**src/rtl/jtp_pkg.sv**
```systemverilog
// ----------------------------------------------------------------------------
// jtp_pkg
// Shared types, constants and the arctangent step table for joystick_to_polar.
// ----------------------------------------------------------------------------
`timescale 1ns / 1ps
`default_nettype none

package jtp_pkg;

    localparam int ANGLE_FRAC_BITS = 6;
    localparam int ROTATION_STAGES = 14;

    localparam int ZFRAC    = 20;          // fraction bits of the angle accumulator
    localparam int AB_SCALE = 16;          // vector components scaled by 2^16
    localparam int AB_W     = 27;          // vector component width, with gain headroom
    localparam int Z_W      = 30;          // angle accumulator width
    localparam int SH_W     = 5;           // shift amount width, up to 20 stages
    localparam int HEAD_W   = 15;
    localparam int RND_SH   = ZFRAC - ANGLE_FRAC_BITS;

    localparam logic signed [Z_W-1:0] Z_90  = Z_W'(90 <<< ZFRAC);
    localparam logic signed [Z_W-1:0] Z_360 = Z_W'(360 <<< ZFRAC);
    localparam logic [Z_W-1:0] RND_HALF  = Z_W'(1 << (RND_SH - 1));
    localparam logic [Z_W-1:0] HEAD_FULL = Z_W'(360 << ANGLE_FRAC_BITS);
    localparam logic [Z_W-1:0] HEAD_HALF = Z_W'(180 << ANGLE_FRAC_BITS);

    typedef struct packed {
        logic [7:0] x_position;
        logic [7:0] y_position;
    } jtp_in_t;

    typedef struct packed {
        logic [HEAD_W-1:0] heading;
        logic [7:0]        strength;
    } jtp_out_t;

    typedef struct packed {
        logic signed [AB_W-1:0] a;
        logic signed [AB_W-1:0] b;
        logic signed [Z_W-1:0]  z;
        logic                   axis;     // dx is zero, heading fixed
        logic                   axis_up;  // on the axis and pointing up
        logic [7:0]             strength;
    } jtp_stage_t;

    // atan(2^-i) in degrees, 20 fraction bits
    function automatic logic signed [Z_W-1:0] atan_step(input logic [SH_W-1:0] idx);
        logic signed [Z_W-1:0] v;
        case (idx)
            5'd0:    v = Z_W'(47185920);
            5'd1:    v = Z_W'(27855475);
            5'd2:    v = Z_W'(14718068);
            5'd3:    v = Z_W'(7471121);
            5'd4:    v = Z_W'(3750058);
            5'd5:    v = Z_W'(1876857);
            5'd6:    v = Z_W'(938658);
            5'd7:    v = Z_W'(469357);
            5'd8:    v = Z_W'(234682);
            5'd9:    v = Z_W'(117342);
            5'd10:   v = Z_W'(58671);
            5'd11:   v = Z_W'(29335);
            5'd12:   v = Z_W'(14668);
            5'd13:   v = Z_W'(7334);
            5'd14:   v = Z_W'(3667);
            5'd15:   v = Z_W'(1833);
            5'd16:   v = Z_W'(917);
            5'd17:   v = Z_W'(458);
            5'd18:   v = Z_W'(229);
            5'd19:   v = Z_W'(115);
            default: v = '0;
        endcase
        return v;
    endfunction

endpackage

`default_nettype wire

```
**src/rtl/jtp_prep.sv**
```systemverilog
// ----------------------------------------------------------------------------
// jtp_prep
// Front cell: centres the sample, pre-rotates into the right half plane and
// computes the square-boundary strength.
// ----------------------------------------------------------------------------
`timescale 1ns / 1ps
`default_nettype none

module jtp_prep (
    input  wire                 aclk,
    input  wire                 aresetn,
    input  wire                 up_valid,
    output logic                up_ready,
    input  jtp_pkg::jtp_in_t    up_data,
    output logic                dn_valid,
    input  wire                 dn_ready,
    output jtp_pkg::jtp_stage_t dn_data
);
    import jtp_pkg::*;

    logic       valid_reg;
    jtp_stage_t data_reg;
    jtp_stage_t data_next;

    logic signed [8:0] a_raw;
    logic signed [8:0] b_raw;
    logic signed [8:0] a_rot;
    logic signed [8:0] b_rot;
    logic [7:0]        ax;
    logic [7:0]        ay;
    logic [15:0]       sx_full;
    logic [8:0]        sy;
    logic [8:0]        smax;

    always_comb begin
        a_raw = 9'sd127 - $signed({1'b0, up_data.y_position});
        b_raw = $signed({1'b0, up_data.x_position}) - 9'sd128;

        data_next.z = '0;
        a_rot = a_raw;
        b_rot = b_raw;
        if (a_raw < 0) begin
            if (!b_raw[8]) begin
                a_rot = b_raw;
                b_rot = -a_raw;
                data_next.z = Z_90;
            end else begin
                a_rot = -b_raw;
                b_rot = a_raw;
                data_next.z = -Z_90;
            end
        end
        data_next.a = AB_W'($signed({a_rot, {AB_SCALE{1'b0}}}));
        data_next.b = AB_W'($signed({b_rot, {AB_SCALE{1'b0}}}));
        data_next.axis    = (b_raw == 9'sd0);
        data_next.axis_up = (a_raw > 9'sd0);

        // |dx|*255/128 and |dy|*255/127, the latter as 2|dy| + (|dy| >= 127)
        ax = b_raw[8] ? 8'(-b_raw) : 8'(b_raw);
        ay = a_raw[8] ? 8'(-a_raw) : 8'(a_raw);
        sx_full = {ax, 8'h00} - {8'h00, ax};
        sy = {ay, 1'b0} + {8'h00, (ay >= 8'd127)};
        smax = ({1'b0, sx_full[14:7]} > sy) ? {1'b0, sx_full[14:7]} : sy;
        data_next.strength = smax[8] ? 8'hFF : smax[7:0];
    end

    assign up_ready = !valid_reg || dn_ready;
    assign dn_valid = valid_reg;
    assign dn_data  = data_reg;

    always_ff @(posedge aclk) begin
        if (!aresetn) begin
            valid_reg <= 1'b0;
        end else if (up_ready) begin
            valid_reg <= up_valid;
        end
    end

    always_ff @(posedge aclk) begin
        if (up_ready && up_valid) begin
            data_reg <= data_next;
        end
    end

endmodule

`default_nettype wire

```
**src/rtl/jtp_cell.sv**
```systemverilog
// ----------------------------------------------------------------------------
// jtp_cell
// One vectoring rotation: drives b toward zero and accumulates the angle.
// ----------------------------------------------------------------------------
`timescale 1ns / 1ps
`default_nettype none

module jtp_cell (
    input  wire                       aclk,
    input  wire                       aresetn,
    input  wire [jtp_pkg::SH_W-1:0]   shift_amt,
    input  wire signed [jtp_pkg::Z_W-1:0] angle_step,
    input  wire                       up_valid,
    output logic                      up_ready,
    input  jtp_pkg::jtp_stage_t       up_data,
    output logic                      dn_valid,
    input  wire                       dn_ready,
    output jtp_pkg::jtp_stage_t       dn_data
);
    import jtp_pkg::*;

    logic       valid_reg;
    jtp_stage_t data_reg;
    jtp_stage_t data_next;

    logic signed [AB_W-1:0] a_in;
    logic signed [AB_W-1:0] b_in;
    logic signed [AB_W-1:0] sa;
    logic signed [AB_W-1:0] sb;

    always_comb begin
        a_in = up_data.a;
        b_in = up_data.b;
        sa = a_in >>> shift_amt;   // arithmetic shift floors negatives
        sb = b_in >>> shift_amt;
        data_next = up_data;
        if (!b_in[AB_W-1]) begin
            data_next.a = a_in + sb;
            data_next.b = b_in - sa;
            data_next.z = up_data.z + angle_step;
        end else begin
            data_next.a = a_in - sb;
            data_next.b = b_in + sa;
            data_next.z = up_data.z - angle_step;
        end
    end

    assign up_ready = !valid_reg || dn_ready;
    assign dn_valid = valid_reg;
    assign dn_data  = data_reg;

    always_ff @(posedge aclk) begin
        if (!aresetn) begin
            valid_reg <= 1'b0;
        end else if (up_ready) begin
            valid_reg <= up_valid;
        end
    end

    always_ff @(posedge aclk) begin
        if (up_ready && up_valid) begin
            data_reg <= data_next;
        end
    end

endmodule

`default_nettype wire

```
**src/rtl/jtp_finish.sv**
```systemverilog
// ----------------------------------------------------------------------------
// jtp_finish
// Output cell: wraps the angle into [0, 360), rounds it and holds the word.
// ----------------------------------------------------------------------------
`timescale 1ns / 1ps
`default_nettype none

module jtp_finish (
    input  wire                 aclk,
    input  wire                 aresetn,
    input  wire                 up_valid,
    output logic                up_ready,
    input  jtp_pkg::jtp_stage_t up_data,
    output logic                dn_valid,
    input  wire                 dn_ready,
    output jtp_pkg::jtp_out_t   dn_data
);
    import jtp_pkg::*;

    logic     valid_reg;
    jtp_out_t data_reg;
    jtp_out_t data_next;

    logic signed [Z_W-1:0] z_pos;
    logic [Z_W-1:0]        z_rnd;
    logic [Z_W-1:0]        h_full;
    logic [Z_W-1:0]        h_sel;

    always_comb begin
        z_pos  = up_data.z[Z_W-1] ? up_data.z + Z_360 : up_data.z;
        z_rnd  = $unsigned(z_pos) + RND_HALF;
        h_full = z_rnd >> RND_SH;
        if (up_data.axis) begin
            h_sel = up_data.axis_up ? '0 : HEAD_HALF;
        end else if (h_full >= HEAD_FULL) begin
            h_sel = '0;   // rounded up to 360
        end else begin
            h_sel = h_full;
        end
        data_next.heading  = h_sel[HEAD_W-1:0];
        data_next.strength = up_data.strength;
    end

    assign up_ready = !valid_reg || dn_ready;
    assign dn_valid = valid_reg;
    assign dn_data  = data_reg;

    always_ff @(posedge aclk) begin
        if (!aresetn) begin
            valid_reg <= 1'b0;
        end else if (up_ready) begin
            valid_reg <= up_valid;
        end
    end

    always_ff @(posedge aclk) begin
        if (up_ready && up_valid) begin
            data_reg <= data_next;
        end
    end

endmodule

`default_nettype wire

```
**src/rtl/joystick_to_polar.sv**
```systemverilog
// ----------------------------------------------------------------------------
// joystick_to_polar
// Stick sample to heading and strength through a chain of rotation cells.
// Each word is registered in the prep cell, every rotation cell and the finish cell.
// Throughput: one word per cycle while the output is not stalled; each cell holds one word and passes it on.
// A stalled output fills bubbles first, so input keeps flowing until full.
// Reset clears all valid flags; no words are held afterwards.
// ----------------------------------------------------------------------------
`timescale 1ns / 1ps
`default_nettype none

module joystick_to_polar (
    input  wire                aclk,
    input  wire                aresetn,
    input  wire                s_valid,
    output logic               s_ready,
    input  jtp_pkg::jtp_in_t   s_data,
    output logic               m_valid,
    input  wire                m_ready,
    output jtp_pkg::jtp_out_t  m_data
);
    import jtp_pkg::*;

    jtp_stage_t stg_data  [ROTATION_STAGES+1];
    logic       stg_valid [ROTATION_STAGES+1];
    logic       stg_ready [ROTATION_STAGES+1];

    jtp_prep u_prep (
        .aclk     (aclk),
        .aresetn  (aresetn),
        .up_valid (s_valid),
        .up_ready (s_ready),
        .up_data  (s_data),
        .dn_valid (stg_valid[0]),
        .dn_ready (stg_ready[0]),
        .dn_data  (stg_data[0])
    );

    for (genvar k = 0; k < ROTATION_STAGES; k++) begin : g_cell
        jtp_cell u_cell (
            .aclk       (aclk),
            .aresetn    (aresetn),
            .shift_amt  (SH_W'(k)),
            .angle_step (atan_step(SH_W'(k))),
            .up_valid   (stg_valid[k]),
            .up_ready   (stg_ready[k]),
            .up_data    (stg_data[k]),
            .dn_valid   (stg_valid[k+1]),
            .dn_ready   (stg_ready[k+1]),
            .dn_data    (stg_data[k+1])
        );
    end

    jtp_finish u_finish (
        .aclk     (aclk),
        .aresetn  (aresetn),
        .up_valid (stg_valid[ROTATION_STAGES]),
        .up_ready (stg_ready[ROTATION_STAGES]),
        .up_data  (stg_data[ROTATION_STAGES]),
        .dn_valid (m_valid),
        .dn_ready (m_ready),
        .dn_data  (m_data)
    );

endmodule

`default_nettype wire

```
**config.mk**
```make
export PLATFORM = sky130hd
export DESIGN_NAME = joystick_to_polar
export DESIGN_NICKNAME = d
export VERILOG_FILES = /design/src/rtl/jtp_pkg.sv /design/src/rtl/jtp_prep.sv /design/src/rtl/jtp_cell.sv /design/src/rtl/jtp_finish.sv /design/src/rtl/joystick_to_polar.sv
export SDC_FILE = /design/constraint.sdc
export NUM_CORES = 2
export LEC_CHECK = 0
export ABC_CLOCK_PERIOD_IN_PS = 13200
export BUFFER_PORTS_ARGS = -buffer_cell sky130_fd_sc_hd__buf_2
export CORE_AREA = 8 8 512 640
export CTS_BUF_LIST = sky130_fd_sc_hd__clkbuf_2
export DETAILED_ROUTE_END_ITERATION = 6
export DIE_AREA = 0 0 520 648
export GPL_ROUTABILITY_DRIVEN = 1
export PLACE_DENSITY = 0.49
export SLEW_MARGIN = 20
export SYNTH_ARGS = -nofsm -noshare
export SYNTH_HDL_FRONTEND = slang
export SYNTH_SLANG_ARGS = --single-unit
```
**constraint.sdc**
```tcl
create_clock -name aclk -period 13.2 [get_ports aclk]
set_clock_uncertainty 0.2 [all_clocks]
set_input_delay 1.98 -clock aclk [delete_from_list [all_inputs] [get_ports aclk]]
set_output_delay 1.98 -clock aclk [all_outputs]
set_load 0.01 [all_outputs]
```
==> flow_summary.toml <==
[logic_synthesis]
synth_top_cell_by_area = "edfxtp_1"
syn_area_per_cell_um2 = 10.1
synthSimpleGateAreaFrac_pct = 13.2
synth_mux_area_share_pct = 0.838
ys_async_sr_fraction_pct = 0
ys_top_cells_by_area = "edfxtp_1, ha_1, xnor2_1, a21oi_1, xor2_1"
synth_adder_area_share_pct = 14.7
ys_ff_latch = 1072
synth_edf_count = 1056
synth.top_cell.area_share_pct = 40.2
synth_cell_types = 93
ys.flop_type = "edfxtp_1"
yosys_warnings = 0
synth_top_family_by_area = "compound AO/OA/AOI/OAI gates"
ys_seq_area_share_pct = 40.6
synth_xor_xnor_area_share_pct = 11.6
synth.cell_area_um2 = 79000
synth_compound_area_share_pct = 16.8
synth_nets = 8721
synth_cells = 7790

[sta]
setup_violations = 0
min_period_over_period_pct = 58.7
worstMarginPinSlew_ns = 1.12
rsz0062_at_grt = "false"
hold_violations = 0
tns_ns = 0
fmax_mhz = 129
hold_ws_ns = 0.0505
slew_headroom_pct = 25.1
finalMaxSlewViolations = 0
fin_crit_ns = 7.75
worst_slack_ns = 5.45

[clock_network]
post_cts_buffers = 0
cts_sinks = 1072
cts_root_buf = "clkbuf_2"
clockBufferDepth = 4
cts_made_buffers = 310
clk_pin_slew_ns = 0.09
cts_tree = "done"
cts_resized = 0
clk_latency_ns = 1.76
ctsHtreeMaxLevel = 5

[grt]
grt_antenna_before_repair = 3
grt_pass1_wl_um = 290000
grt_max_degree = 67
grt_overflow = 0
grt_usage_pct = 10.4
grt_pass1_vias = 58500

[critical_path]
worstSetupStartpointType = "primary input"
cp.arrival_ns = 5.57
crit_type = "in2out"
required_ns = 11.02
endpoint_kind = "output pin"
crit_fanout = 5

[route]
post-route-drc-count = 0
wl_per_cell_um = 14.6
ant_nets = 0
firstDrtPassIters = 6
finalWirelength_um = 183000
vias = 57600
drt-initial-drc-count = 2428
vias_per_cell = 4.60

[cells_and_area]
nets = 9034
final_cell_mix = "edfxtp_1, ha_1, nor2_1"
fin_util_pct = 27.5
syn_to_final_growth_pct = 10.7
layout-drive-gt1-share_pct = 7.99
mostFrequentLayoutCell = "edfxtp_1"
stdcell_count = 12500

[power]
p_leak_nw = 34.6
peakVddDrop_uv = 82.1
power_density_nw_per_um2 = 77.2

[status]
outcome = "finished clean"

[floorplan]
ios = 45
die_w_um = 520
coreArea_um2 = 318000
die_height_um = 648
die-area_um2 = 337000
num_rows = 232
initial_core_util_pct = 24.8

[worst_hold_path]
hold_class = "reg2reg"

[placed_design]
pre_cts_ws_ns = 5.95
gp_congestion = 0.888
dpl.cell_count = 12000
numPortBuffers = 44
post-dp-hpwl_um = 147000

[flow_run]
cap_violations = 0
-- per-layer routing --
layer / vias up / wire [µm] / part of all wire, % / global-route usage, %
li1: 29600 / - / - / -
met1: 26600 / 69300 / 38 / 10.0
met2: 981 / 98500 / 54 / 20.6
met3: 484 / 5740 / 3.1 / 1.73
met4: 0 / 9860 / 5.4 / 5.76
met5: - / 0 / 0 / 0
-- path summary, 6_finish.rpt --
path,from,endpoint,slack (ns),depth (start not counted)
worst min-delay path,g_cell[4].u_cell.dn_data[5],g_cell[5].u_cell.dn_data[5],0.05,0
worst max-delay path,m_ready,s_ready,5.45,12
worst min register to register,g_cell[4].u_cell.dn_data[5],g_cell[5].u_cell.dn_data[5],0.05,0
worst max register to register,g_cell[4].u_cell.dn_data[46],g_cell[5].u_cell.dn_data[93],7.73,17
-- registers in the layout, indices dropped and copies added (netlist names) --
| signal | cells |
|---|---|
| u_prep.dn_data | 31 |
| u_finish.dn_data | 23 |
| g_cell.u_cell.dn_valid | 14 |
| u_prep.dn_valid | 1 |
| u_finish.dn_valid | 1 |
| g_cell.u_cell.dn_data | 1002 |
-- what timing repair did --
item / CTS / global route
hold endpoints to repair: 14 / 0
hold buffers: 6 / 0
endpoints found under the setup margin: 0 / 0
-- power breakdown --
| group | total (mW) | switching, mW | internal, mW |
|---|---|---|---|
| clock network | 2.48 | 1.40 | 1.08 |
| logic | 0.465 | 0.260 | 0.205 |
| registers | 3.80 | 0.0393 | 3.76 |
-- layout make-up --
cell class,instances,area [µm²]
Timing Repair Buffer,94,631
Sequential cell,1072,32000
Inverter,373,1400
Clock inverter,101,707
Clock buffer,420,2100
Tap cell,4212,5270
Fill cell,33400,230000
Antenna cell,8,20.0
Multi-Input combinational cell,6252,45300
-- stage by stage --
| stage | power, mW | cell area [µm²] |
|---|---|---|
| global route | 7.14 | 87400 |
| CTS | 6.94 | 87400 |
| finish | 6.75 | 87400 |
| detailed placement | 4.35 | 84500 |
| floorplan | 4.22 | 79000 |
| global placement | 4.34 | 84500 |
-- cells in the mapped netlist, types with 25 or more instances --
library cell / count
nor2_1: 739
a21boi_0: 37
o41ai_1: 32
ha_1: 880
a21oi_1: 702
or3_1: 68
a21o_1: 302
and2_1: 61
nor4_1: 61
o31ai_1: 34
o21ai_0: 316
o21bai_1: 127
xor2_1: 377
xnor2_1: 667
clkbuf_1: 76
mux2_2: 25
nand4_1: 48
nor3_1: 241
mux2i_1: 38
o211ai_1: 28
and3_1: 98
nor2b_1: 119
fa_1: 31
a211oi_1: 61
or2_2: 30
a31oi_1: 83
nand2b_1: 94
o21a_1: 128
nor3b_1: 26
edfxtp_1: 1056
nand2_1: 379
nand3_1: 136
inv_1: 370
-- worst max-delay path, stage by stage --
cell and delay [ns]:
dlygate4sd3_1 0.53, buf_2 0.13, and4b_1 0.41, and3_1 0.29, and2_1 0.29, nand2_1 0.11, nor2_1 0.36, and3_1 0.32
and2_1 0.40, and3_1 0.34, nand2_1 0.20, buf_2 0.20
-- logic make-up after synthesis --
group           Yosys count
flops                  1072
buf+inv                 466
compound gates         2070
simple gates           2164
mux                      63
xor+xnor               1044
fa+ha+maj               911
Note: power is estimated with default switching activity, not from simulation.
